`src/hdl/pf_pkg.sv`:
```
// Shared constants, control word type and microcode program of the prime factorizer.
package pf_pkg;

	// Default width of the value to be factored.
	localparam int unsigned VALUE_WIDTH = 31;
	// Most factors emitted for one input word.
	localparam int unsigned MAX_RESULTS = 30;
	// Width of the factor counter.
	localparam int unsigned COUNT_W = $clog2(MAX_RESULTS + 1);
	// Width of the microprogram counter.
	localparam int unsigned STEP_W = 4;

	// Micro-operations.
	localparam logic [2:0] OP_LOAD   = 3'd0;
	localparam logic [2:0] OP_DSTART = 3'd1;
	localparam logic [2:0] OP_DWAIT  = 3'd2;
	localparam logic [2:0] OP_CHECK  = 3'd3;
	localparam logic [2:0] OP_EMIT_D = 3'd4;
	localparam logic [2:0] OP_INC    = 3'd5;
	localparam logic [2:0] OP_TAIL   = 3'd6;
	localparam logic [2:0] OP_NOP    = 3'd7;

	// Branch conditions.
	localparam logic [2:0] C_NEVER   = 3'd0;
	localparam logic [2:0] C_ALWAYS  = 3'd1;
	localparam logic [2:0] C_SMALL   = 3'd2;
	localparam logic [2:0] C_D_GT_Q  = 3'd3;
	localparam logic [2:0] C_R_NZ    = 3'd4;
	localparam logic [2:0] C_LAST    = 3'd5;

	// Program addresses.
	localparam logic [STEP_W-1:0] A_LOAD   = 4'd0;
	localparam logic [STEP_W-1:0] A_DSTART = 4'd1;
	localparam logic [STEP_W-1:0] A_DWAIT  = 4'd2;
	localparam logic [STEP_W-1:0] A_CHK_SQ = 4'd3;
	localparam logic [STEP_W-1:0] A_CHK_R  = 4'd4;
	localparam logic [STEP_W-1:0] A_EMIT   = 4'd5;
	localparam logic [STEP_W-1:0] A_AGAIN  = 4'd6;
	localparam logic [STEP_W-1:0] A_INC    = 4'd7;
	localparam logic [STEP_W-1:0] A_TAIL   = 4'd8;

	// One control word: operation, branch condition and branch target.
	// When the condition is false the program falls through to the next step.
	typedef struct packed {
		logic [2:0]        op;
		logic [2:0]        cond;
		logic [STEP_W-1:0] target;
	} ctrl_word_t;

	// The microprogram.
	function automatic ctrl_word_t ucode(input logic [STEP_W-1:0] addr);
		ctrl_word_t cw;
		cw = '{op: OP_NOP, cond: C_ALWAYS, target: A_LOAD};
		case (addr)
			A_LOAD:   cw = '{op: OP_LOAD,   cond: C_SMALL,  target: A_LOAD};
			A_DSTART: cw = '{op: OP_DSTART, cond: C_NEVER,  target: A_LOAD};
			A_DWAIT:  cw = '{op: OP_DWAIT,  cond: C_NEVER,  target: A_LOAD};
			A_CHK_SQ: cw = '{op: OP_CHECK,  cond: C_D_GT_Q, target: A_TAIL};
			A_CHK_R:  cw = '{op: OP_CHECK,  cond: C_R_NZ,   target: A_INC};
			A_EMIT:   cw = '{op: OP_EMIT_D, cond: C_LAST,   target: A_LOAD};
			A_AGAIN:  cw = '{op: OP_NOP,    cond: C_ALWAYS, target: A_DSTART};
			A_INC:    cw = '{op: OP_INC,    cond: C_ALWAYS, target: A_DSTART};
			A_TAIL:   cw = '{op: OP_TAIL,   cond: C_ALWAYS, target: A_LOAD};
			default:  cw = '{op: OP_NOP,    cond: C_ALWAYS, target: A_LOAD};
		endcase
		return cw;
	endfunction

endpackage

```
`src/hdl/prime_factorizer.sv`:
```
// Trial-division prime factorizer driven by a microcoded sequencer.

// Takes one unsigned word and returns its prime factors in nondecreasing order with
// multiplicity, one output word per factor, with last set on the final one; inputs 0
// and 1 return nothing. Each trial division forms VALUE_WIDTH quotient bits in the
// shared restoring divider and takes five sequencer steps when the divisor does not
// divide, or six when it does and a factor is sent; output stalls can hold the sending
// step. The number of divisions is the number of trial divisors up to the square root
// of the cofactor plus one per factor found; a 31-bit prime needs about 46,000
// divisions. One input is worked at a time. The next input is taken as soon as the
// final factor sits in the output register.
module prime_factorizer #(
	parameter int unsigned VALUE_WIDTH = pf_pkg::VALUE_WIDTH
) (
	input  logic                   clk,
	input  logic                   arst_n,
	input  logic                   in_valid,
	output logic                   in_ready,
	input  logic [VALUE_WIDTH-1:0] number,
	output logic                   out_valid,
	input  logic                   out_ready,
	output logic [VALUE_WIDTH-1:0] factor,
	output logic                   last
);

	localparam int unsigned DIV_CNT_W = $clog2(VALUE_WIDTH);
	localparam logic [DIV_CNT_W-1:0] DIV_LAST = DIV_CNT_W'(VALUE_WIDTH - 1);
	localparam logic [pf_pkg::COUNT_W-1:0] COUNT_CAP =
		pf_pkg::COUNT_W'(pf_pkg::MAX_RESULTS - 1);

	// Sequencer state.
	logic [pf_pkg::STEP_W-1:0]  step_q;
	logic [pf_pkg::STEP_W-1:0]  step_d;
	pf_pkg::ctrl_word_t         cw;

	// Datapath registers.
	logic [VALUE_WIDTH-1:0]     rem_q;
	logic [VALUE_WIDTH-1:0]     div_q;
	logic [pf_pkg::COUNT_W-1:0] count_q;

	// Divider registers.
	logic                       dv_busy_q;
	logic [DIV_CNT_W-1:0]       dv_cnt_q;
	logic [VALUE_WIDTH:0]       dv_acc_q;
	logic [VALUE_WIDTH-1:0]     dv_quo_q;
	logic [VALUE_WIDTH:0]       dv_trial;
	logic                       dv_fits;

	// Output register.
	logic                       out_valid_q;
	logic [VALUE_WIDTH-1:0]     factor_q;
	logic                       last_q;

	// Decoded conditions.
	logic                       out_free;
	logic                       small_in;
	logic                       rem_gt1;
	logic                       emit_last;
	logic                       hold;
	logic                       cond_true;
	logic                       load_d;
	logic                       load_tail;

	assign cw        = pf_pkg::ucode(step_q);
	assign out_free  = !out_valid_q || out_ready;
	assign small_in  = (number[VALUE_WIDTH-1:1] == '0);
	assign rem_gt1   = (rem_q[VALUE_WIDTH-1:1] != '0);
	assign emit_last = (dv_quo_q == VALUE_WIDTH'(1)) || (count_q == COUNT_CAP);
	assign load_d    = (cw.op == pf_pkg::OP_EMIT_D) && out_free;
	assign load_tail = (cw.op == pf_pkg::OP_TAIL) && rem_gt1 && out_free;

	assign in_ready  = (cw.op == pf_pkg::OP_LOAD);
	assign out_valid = out_valid_q;
	assign factor    = factor_q;
	assign last      = last_q;

	// Stall conditions of each step.
	always_comb begin
		case (cw.op)
			pf_pkg::OP_LOAD:   hold = !in_valid;
			pf_pkg::OP_DWAIT:  hold = dv_busy_q;
			pf_pkg::OP_EMIT_D: hold = !out_free;
			pf_pkg::OP_TAIL:   hold = rem_gt1 && !out_free;
			default:           hold = 1'b0;
		endcase
	end

	// Branch condition select.
	always_comb begin
		case (cw.cond)
			pf_pkg::C_NEVER:  cond_true = 1'b0;
			pf_pkg::C_ALWAYS: cond_true = 1'b1;
			pf_pkg::C_SMALL:  cond_true = small_in;
			pf_pkg::C_D_GT_Q: cond_true = (div_q > dv_quo_q);
			pf_pkg::C_R_NZ:   cond_true = (dv_acc_q != '0);
			pf_pkg::C_LAST:   cond_true = emit_last;
			default:          cond_true = 1'b0;
		endcase
	end

	// Next step: stay, branch, or fall through.
	always_comb begin
		if (hold) begin
			step_d = step_q;
		end else if (cond_true) begin
			step_d = cw.target;
		end else begin
			step_d = step_q + 1'b1;
		end
	end

	// One restoring-division step: shift in the next dividend bit and try to subtract.
	assign dv_trial = {dv_acc_q[VALUE_WIDTH-1:0], dv_quo_q[VALUE_WIDTH-1]};
	assign dv_fits  = (dv_trial >= {1'b0, div_q});

	// Control registers.
	always_ff @(posedge clk or negedge arst_n) begin
		if (!arst_n) begin
			step_q      <= pf_pkg::A_LOAD;
			dv_busy_q   <= 1'b0;
			dv_cnt_q    <= '0;
			out_valid_q <= 1'b0;
			count_q     <= '0;
		end else begin
			step_q <= step_d;
			if (cw.op == pf_pkg::OP_DSTART) begin
				dv_busy_q <= 1'b1;
				dv_cnt_q  <= DIV_LAST;
			end else if (dv_busy_q) begin
				dv_cnt_q <= dv_cnt_q - 1'b1;
				if (dv_cnt_q == '0) begin
					dv_busy_q <= 1'b0;
				end
			end
			if (load_d || load_tail) begin
				out_valid_q <= 1'b1;
			end else if (out_ready) begin
				out_valid_q <= 1'b0;
			end
			if (cw.op == pf_pkg::OP_LOAD) begin
				count_q <= '0;
			end else if (load_d) begin
				count_q <= count_q + 1'b1;
			end
		end
	end

	// Datapath and divider payload registers.
	always_ff @(posedge clk) begin
		case (cw.op)
			pf_pkg::OP_LOAD: begin
				rem_q <= number;
				div_q <= VALUE_WIDTH'(2);
			end
			pf_pkg::OP_INC: begin
				div_q <= div_q + 1'b1;
			end
			pf_pkg::OP_EMIT_D: begin
				if (out_free) begin
					rem_q <= dv_quo_q;
				end
			end
			default: begin
			end
		endcase
		if (cw.op == pf_pkg::OP_DSTART) begin
			dv_acc_q <= '0;
			dv_quo_q <= rem_q;
		end else if (dv_busy_q) begin
			dv_acc_q <= dv_fits ? (dv_trial - {1'b0, div_q}) : dv_trial;
			dv_quo_q <= {dv_quo_q[VALUE_WIDTH-2:0], dv_fits};
		end
		if (load_d) begin
			factor_q <= div_q;
			last_q   <= emit_last;
		end else if (load_tail) begin
			factor_q <= rem_q;
			last_q   <= 1'b1;
		end
	end

endmodule

```
`config.mk`:
```
export PLATFORM = sky130hd
export DESIGN_NAME = prime_factorizer
export DESIGN_NICKNAME = d
export VERILOG_FILES = /design/src/hdl/pf_pkg.sv /design/src/hdl/prime_factorizer.sv
export SDC_FILE = /design/constraint.sdc
export NUM_CORES = 1
export LEC_CHECK = 0
export ABC_AREA = 0
export BUFFER_PORTS_ARGS = -buffer_cell sky130_fd_sc_hd__buf_2
export CAP_MARGIN = 20
export CORE_ASPECT_RATIO = 2
export CORE_UTILIZATION = 54
export CTS_BUF_LIST = sky130_fd_sc_hd__clkbuf_2 sky130_fd_sc_hd__clkbuf_4 sky130_fd_sc_hd__clkbuf_8
export CTS_CLUSTER_SIZE = 10
export DETAILED_ROUTE_END_ITERATION = 8
export GPL_TIMING_DRIVEN = 0
export PLACE_DENSITY_LB_ADDON = 0.15
export REMOVE_ABC_BUFFERS = 1
export SYNTH_ARGS = -nofsm -noshare
export SYNTH_HDL_FRONTEND = slang
export SYNTH_SLANG_ARGS = --single-unit
```
`constraint.sdc`:
```
create_clock -name clk -period 3.45 [get_ports clk]
set_input_delay 0.5175 -clock clk [delete_from_list [all_inputs] [get_ports clk]]
set_output_delay 0.5175 -clock clk [all_outputs]
set_load 0.05 [all_outputs]
```
==> impl_table.tex, run 1 <==
\begin{tabular}{lr}
\hline
Metric & Value \\
\hline
\multicolumn{2}{l}{\textbf{Run status}} \\
Status & complete, no violations \\
\multicolumn{2}{l}{\textbf{Drt}} \\
Iteration count of the initial detailed-routing pass & 8 \\
Vias & 8,972 \\
Violation count after the first detailed-routing iteration & $\sim$410 \\
Via density & slightly above 6 \\
Post-DR wirelength/cell & approximately 20 um \\
Detailed-route DRC error count & 0 \\
Post-DRT Antenna Nets & 0 \\
Total length of routed wires & just under 30,000 um \\
\multicolumn{2}{l}{\textbf{GRT}} \\
Routing usage on met2 & 0.534 \\
Global-route total usage across every layer & 0.304 \\
Number of global-route vias before repair & around 8,700 \\
Global route total overflow & 0 \\
Initial antenna violation count & 0 \\
Global-route wire length before repair & about 46,000 um \\
Global routing met3 resource utilization & 0.0516 \\
Pin count of the biggest net entering global routing & 53 \\
Busiest layer in global routing & met2 \\
Met1 Track Usage GR & 0.319 \\
\multicolumn{2}{l}{\textbf{Critical path}} \\
Largest fanout of any net on the critical path & 4 \\
Worst path cell trace & inv\_1 -> ha\_1 -> fa\_1 -> nor2b\_4 -> o31a\_1 -> o311ai\_4 -> nand3b\_1 -> a41o\_1 -> o211ai\_1 -> mux2\_2 -> a31oi\_1 \\
Critical Path Start Type & flop \\
Critical path endpoint category & flop \\
Worst setup path category & flop to flop \\
Worst endpoint data arrival time & 3.73 ns \\
Data required time of the worst path & 3.87 ns \\
Slowest cell on crit path & edfxtp\_1 \\
Crit-path max cell delay & around 0.42 ns \\
\multicolumn{2}{l}{\textbf{Floorplanning}} \\
Std cell rows & $\sim$70 \\
Overall die height & approximately 200 um \\
Io pins & roughly 70 \\
Area of the placeable core & between 15,000 and 20,000 um\^{}2 \\
Area enclosed by the die boundary & 20,200 um\^{}2 \\
Starting Density & 0.550 \\
Horizontal die dimension & around 100 um \\
\multicolumn{2}{l}{\textbf{Clock network}} \\
Buffer type at the clock tree root & clkbuf\_8 \\
Clock latency on the worst-skew pair & 0.50 ns \\
Clock slew at reported path FFs & approximately 0.10 ns \\
Number of CTS-inserted buffers & 17 \\
Sink count of the clock tree & roughly 170 \\
H-tree Lvls & 4 \\
CTS tree & yes \\
Number of buffers between clock root and the deepest sink & 2 \\
\multicolumn{2}{l}{\textbf{Yosys}} \\
Synth warn & 0 \\
Post-synth EDFFs & 125 \\
Top cells by count, synth & nand2\_1 (170), o21ai\_0 (133), edfxtp\_1 (125), nor2\_1 (82), inv\_1 (80) \\
Share of cell area taken by muxes after synthesis & 0.0202 \\
Proportion of synthesized chip area in sequential cells & 0.452 \\
Largest area contributor in the synthesized netlist & edfxtp\_1 \\
Most frequent cell after synthesis & nand2\_1 \\
Dominant combinational cell family by area after synthesis & simple AND/OR/NAND/NOR gates \\
Largest cells by area after synthesis & edfxtp\_1 (35\%), ha\_1 (8.5\%), o21ai\_0 (6.3\%), dfxtp\_1 (6.0\%), nand2\_1 (6.0\%) \\
Portion of synthesized cell area occupied by the leading cell type & 0.354 \\
Synthesized netlist cell count & between 1,000 and 1,500 \\
FF+latch count, synth & between 150 and 200 \\
Cell Area, Synth & roughly 11,000 um\^{}2 \\
Post-synthesis adder-cell area fraction & 0.0869 \\
Fraction of the mapped netlist area in compound gates & 0.160 \\
Dominant register cell in the synthesized netlist & edfxtp\_1 \\
FFs w/ async S/R, synth & 0.0925 \\
Distinct cell type count after synthesis & 68 \\
Simple-gate share of the synthesized area & 0.187 \\
Syn Area/Cell & between 9 and 10 um\^{}2 \\
Xor/xnor share of the synthesized area & 0.0463 \\
\multicolumn{2}{l}{\textbf{STA}} \\
Setup clock skew after layout & approximately 0.018 ns \\
Setup WS post-layout & 0.141 ns \\
Rel. slew slack & 0.445 \\
Tightest Pin Transition & just over 0.8 ns \\
Post-layout minimum cycle time & 3.31 ns \\
Period utilization & 0.959 \\
Number of failing hold endpoints at the final stage & 0 \\
Maximum frequency from static timing analysis & between 300 and 400 MHz \\
RSZ-0062 raised after global routing & false \\
Final Max Tran Viols & 0 \\
Final setup violating endpoints & 0 \\
\multicolumn{2}{l}{\textbf{Placement}} \\
Routability congestion estimate & 0.921 \\
Instance area at placement & roughly 11,000 um\^{}2 \\
Post-DP HPWL & roughly 23,000 um \\
Instance count after placement with tap cells included & approximately 1,400 \\
Count of port buffers added during placement & 68 \\
Post-placement setup slack & -0.182 ns \\
\multicolumn{2}{l}{\textbf{Flow run}} \\
Number of max-cap violations & 0 \\
\multicolumn{2}{l}{\textbf{Finish}} \\
Antenna Diode Count & 0 \\
Final std cells w/o fill & about 1,500 \\
Fin nets & 1,315 \\
Area growth syn-to-layout & 11.9\% \\
Number of fill cells & $\sim$1,800 \\
Cell area after layout & about 12,000 um\^{}2 \\
Layout cells sized above 1 & 0.115 \\
\multicolumn{2}{l}{\textbf{Min path}} \\
Class of the most critical hold timing path & input port to flop \\
\hline
\end{tabular}
## routing by layer
layer	up-vias	wire length, um
met3	97	1360
li1	4301	-
met5	-	0
met2	292	15500
met4	0	2180
met1	4282	10600
## flip-flops by register name (all words and copies together), names as in the netlist
name / count
out_valid: 1
rem_q: 31
dv_acc_q: 32
dv_busy_q: 1
dv_cnt_q: 5
last: 1
step_q: 4
dv_quo_q: 31
div_q: 31
factor: 31
count_q: 5
## placed cells by master, fill, tap and decap left out, types with 14 or more instances in the layout
cell / Yosys / routed
and3_1: 14 / 14
dfxtp_1: 32 / 32
nand2_1: 170 / 169
xor2_1: 17 / 17
mux2i_1: 18 / 18
xnor2_1: 39 / 39
a21oi_1: 56 / 56
dfrtp_1: 16 / 15
nor2_1: 82 / 81
nand4_1: 26 / 26
edfxtp_1: 125 / 125
nand3_1: 30 / 29
o21ai_0: 133 / 132
ha_1: 72 / 72
nor4_1: 34 / 34
buf_2: 8 / 68
inv_1: 80 / 78
clkbuf_8: 0 / 17
## per-stage QoR
step	hold slack, ns	util	setup TNS (ns)
2_1_floorplan	0.222	-	-82.53
3_3_place_gp	0.462	0.574	-424.82
3_5_place_dp	0.463	0.590	-4.09
4_1_cts	0.297	0.614	0
5_1_grt	0.311	0.615	0
6_report	0.312	0.615	0
## repair_timing
item                       in CTS  in global routing
hold endpoints to repair       16                  0
pin swaps                       1                  0
setup buffers                   1                  1
hold buffers                    1                  0
gates cloned                    1                  0
setup endpoints to repair      38                  2
gates resized for setup         2                  0
## final cells by class
type	instances	area, um^2	share of cell area
Clock buffer	18	241	0.0204
Clock inverter	14	205	0.0173
Inverter	82	308	0.0260
Multi-Input combinational cell	850	5350	0.451
Sequential cell	173	4800	0.405
Tap cell	259	324	0.0273
Timing Repair Buffer	83	629	0.0531
## worst paths after layout
kind	start	cells after the start	to	slack, ns
max	dv_quo_q[30]	11	dv_acc_q[30]	0.14
min	number[21]	3	rem_q[21]	0.31
max reg2reg	dv_quo_q[30]	11	dv_acc_q[30]	0.14
min reg2reg	dv_acc_q[31]	2	dv_acc_q[31]	0.50
max in group asynchronous	arst_n	2	dv_busy_q	2.66
min in group asynchronous	arst_n	2	dv_cnt_q[0]	0.47
## worst max-delay path: cells and delay by family (launching register included)
family | cells | cell delay [ns]
muxes | 1 | 0.38
adders and majority gates | 2 | 0.48
and+or+nand+nor | 2 | 0.31
AOI/OAI and AO/OA | 5 | 1.43
DFF | 1 | 0.42
buffers and inverters | 1 | 0.22
## kinds of logic after synthesis
| kind of cell | count (synthesis) |
|---|---|
| simple gates | 418 |
| compound gates | 281 |
| flops | 173 |
| buf+inv | 126 |
| fa+ha+maj | 73 |
| xor+xnor | 56 |
| mux | 21 |
Power of run 1 is left out: the tool's default activity adds up to more than one toggle a clock period on the data nets, which glitch-free logic cannot reach.
==> run 2: changes to the inputs <==
--- a/config.mk
+++ b/config.mk
@@ -8,7 +8,6 @@
 export ABC_AREA = 0
 export BUFFER_PORTS_ARGS = -buffer_cell sky130_fd_sc_hd__buf_2
 export CAP_MARGIN = 20
-export CORE_ASPECT_RATIO = 2
 export CORE_UTILIZATION = 54
 export CTS_BUF_LIST = sky130_fd_sc_hd__clkbuf_2 sky130_fd_sc_hd__clkbuf_4 sky130_fd_sc_hd__clkbuf_8
 export CTS_CLUSTER_SIZE = 10
==> run 2 against run 1 <==
Effect of this change:
- wire length shrank 6.3%
- worst setup slack gained 0.013 ns
- flip-flop and latch count is the same
- critical path depth grew 1
- highest routed layer unchanged
==> impl_table.tex, run 2 (synthesized netlist as in run 1, its figures left out) <==
\begin{tabular}{lr}
\hline
Metric & Value \\
\hline
\multicolumn{2}{l}{\textbf{Run status}} \\
Status & complete, no violations \\
\multicolumn{2}{l}{\textbf{Critical path}} \\
Worst setup path category & flop to flop \\
Critical path endpoint category & flop \\
Largest fanout of any net on the critical path & 24 \\
Data required time of the worst path & 3.82 ns \\
Worst endpoint data arrival time & around 3.7 ns \\
Critical Path Start Type & flop \\
Reg2reg path depth & 12 \\
\multicolumn{2}{l}{\textbf{Placement}} \\
Post-placement setup slack & -0.291 ns \\
Post-DP HPWL & approximately 21,000 um \\
Count of port buffers added during placement & roughly 70 \\
Routability congestion estimate & 0.936 \\
\multicolumn{2}{l}{\textbf{Finish}} \\
Layout cells sized above 1 & 0.115 \\
Number of fill cells & 1,607 \\
Most common library cell in the layout ignoring fill and taps & nand2\_1 \\
Max reg flops & 32 \\
Multi-input logic area & $\sim$5400 um\^{}2 \\
Fin nets & around 1,300 \\
Antenna Diode Count & 0 \\
Register Area & between 4000 and 5000 um\^{}2 \\
Commonest cells after routing, fill and taps aside & nand2\_1 (169), o21ai\_0 (132), edfxtp\_1 (125) \\
Top register by number of flip-flops & dv\_acc\_q \\
Area growth syn-to-layout & 11.7\% \\
\multicolumn{2}{l}{\textbf{Clock network}} \\
H-tree Lvls & 4 \\
Number of CTS-inserted buffers & 17 \\
CTS tree & yes \\
Clock slew at reported path FFs & roughly 0.11 ns \\
Sink count of the clock tree & around 170 \\
Buffer type at the clock tree root & clkbuf\_8 \\
Clock latency on the worst-skew pair & a little under 0.5 ns \\
Number of buffers between clock root and the deepest sink & 2 \\
\multicolumn{2}{l}{\textbf{STA}} \\
Tightest Pin Transition & between 0.8 and 0.9 ns \\
Rel. slew slack & 0.452 \\
Final setup violating endpoints & 0 \\
Setup clock skew after layout & around 0.022 ns \\
Setup WS post-layout & approximately 0.15 ns \\
Final Max Tran Viols & 0 \\
Period utilization & 0.955 \\
Number of failing hold endpoints at the final stage & 0 \\
Maximum frequency from static timing analysis & between 300 and 400 MHz \\
Post-layout minimum cycle time & around 3.3 ns \\
\multicolumn{2}{l}{\textbf{Min path}} \\
Hold path depth & 3 \\
Class of the most critical hold timing path & input port to flop \\
\multicolumn{2}{l}{\textbf{Drt}} \\
Detailed-route DRC error count & 0 \\
Post-DRT Antenna Nets & 0 \\
Total length of routed wires & $\sim$28,000 um \\
Post-DR wirelength/cell & approximately 19 um \\
Violation count after the first detailed-routing iteration & 771 \\
Vias & 8,795 \\
Via density & between 5 and 6 \\
Iteration count of the initial detailed-routing pass & 6 \\
\multicolumn{2}{l}{\textbf{GRT}} \\
Global routing met3 resource utilization & 0.0498 \\
Met1 Track Usage GR & 0.400 \\
Pin count of the biggest net entering global routing & 53 \\
Number of global-route vias before repair & just over 8,000 \\
Global route total overflow & 0 \\
Routing usage on met2 & 0.458 \\
Global-route total usage across every layer & 0.287 \\
Global-route wire length before repair & 43,900 um \\
Initial antenna violation count & 0 \\
Busiest layer in global routing & met2 \\
\multicolumn{2}{l}{\textbf{Floorplanning}} \\
Std cell rows & 50 \\
Overall die height & 142 um \\
Io pins & 69 \\
Area enclosed by the die boundary & between 20,000 and 25,000 um\^{}2 \\
Horizontal die dimension & 142 um \\
Area of the placeable core & 19,000 um\^{}2 \\
Starting Density & 0.559 \\
\multicolumn{2}{l}{\textbf{Flow run}} \\
Number of max-cap violations & 0 \\
\hline
\end{tabular}
[run 2: cell count changes in the layout (fill, tap and decap cells not counted), sizes merged]
cell and delta:
a21oi +1, bufinv -2, clkbuf -1, clkinv +4, clkinvlp +1, inv -2
nor2b -1
[run 2: cell type report]
type,instances,area share
tap,260,0.0275
sequential,173,0.405
inverter,82,0.0263
clock inverter,15,0.0154
clock buffer,17,0.0198
timing repair buffer,83,0.0532
multi-input combinational,850,0.453
[run 2: stage by stage]
step                utilization  TNS (ns)  hold slack (ns)  cells  instance area (um^2)
floorplan                     -    -82.53            0.222   1104                 10400
global placement          0.584   -388.40            0.457   1432                 11100
finish                    0.625         0            0.321   1480                 11800
detailed placement        0.599     -1.79            0.455   1443                 11400
global route              0.625   -0.0319            0.316   1480                 11800
CTS                       0.623         0            0.297   1477                 11800
[run 2: worst paths after layout]
check,slack (ns),to,start
hold reg to reg,0.51,dv_acc_q[31],dv_acc_q[31]
hold / removal,0.32,rem_q[6],number[6]
min in group asynchronous,0.48,step_q[3],arst_n
max in group asynchronous,2.68,dv_busy_q,arst_n
setup / recovery,0.15,dv_acc_q[19],dv_quo_q[30]
setup reg to reg,0.15,dv_acc_q[19],dv_quo_q[30]
[run 2: critical path: stages, from the launching register on]
cell and delay (ns):
edfxtp_1 0.43, inv_1 0.18, ha_1 0.24, fa_1 0.25, nor2b_4 0.06, o31a_1 0.31
o311ai_4 0.27, nand4b_1 0.33, a21oi_4 0.39, buf_16 0.21, mux2_2 0.34, o211ai_1 0.09
a21oi_1 0.08
[run 2: timing repair]
action,CTS,global route
endpoints found under the hold margin,16,0
hold buffers,1,0
gates cloned,1,0
endpoints found under the setup margin,9,29
pin swaps,1,1
setup buffers,0,3
gates resized for setup,1,3
[run 2: routing by layer]
metal | wire, um | part of all wire
met1 | 12400 | 0.45
met2 | 12800 | 0.46
met3 | 2110 | 0.076
met4 | 535 | 0.019
met5 | 0 | 0
Power of run 2 is left out for the same reason.
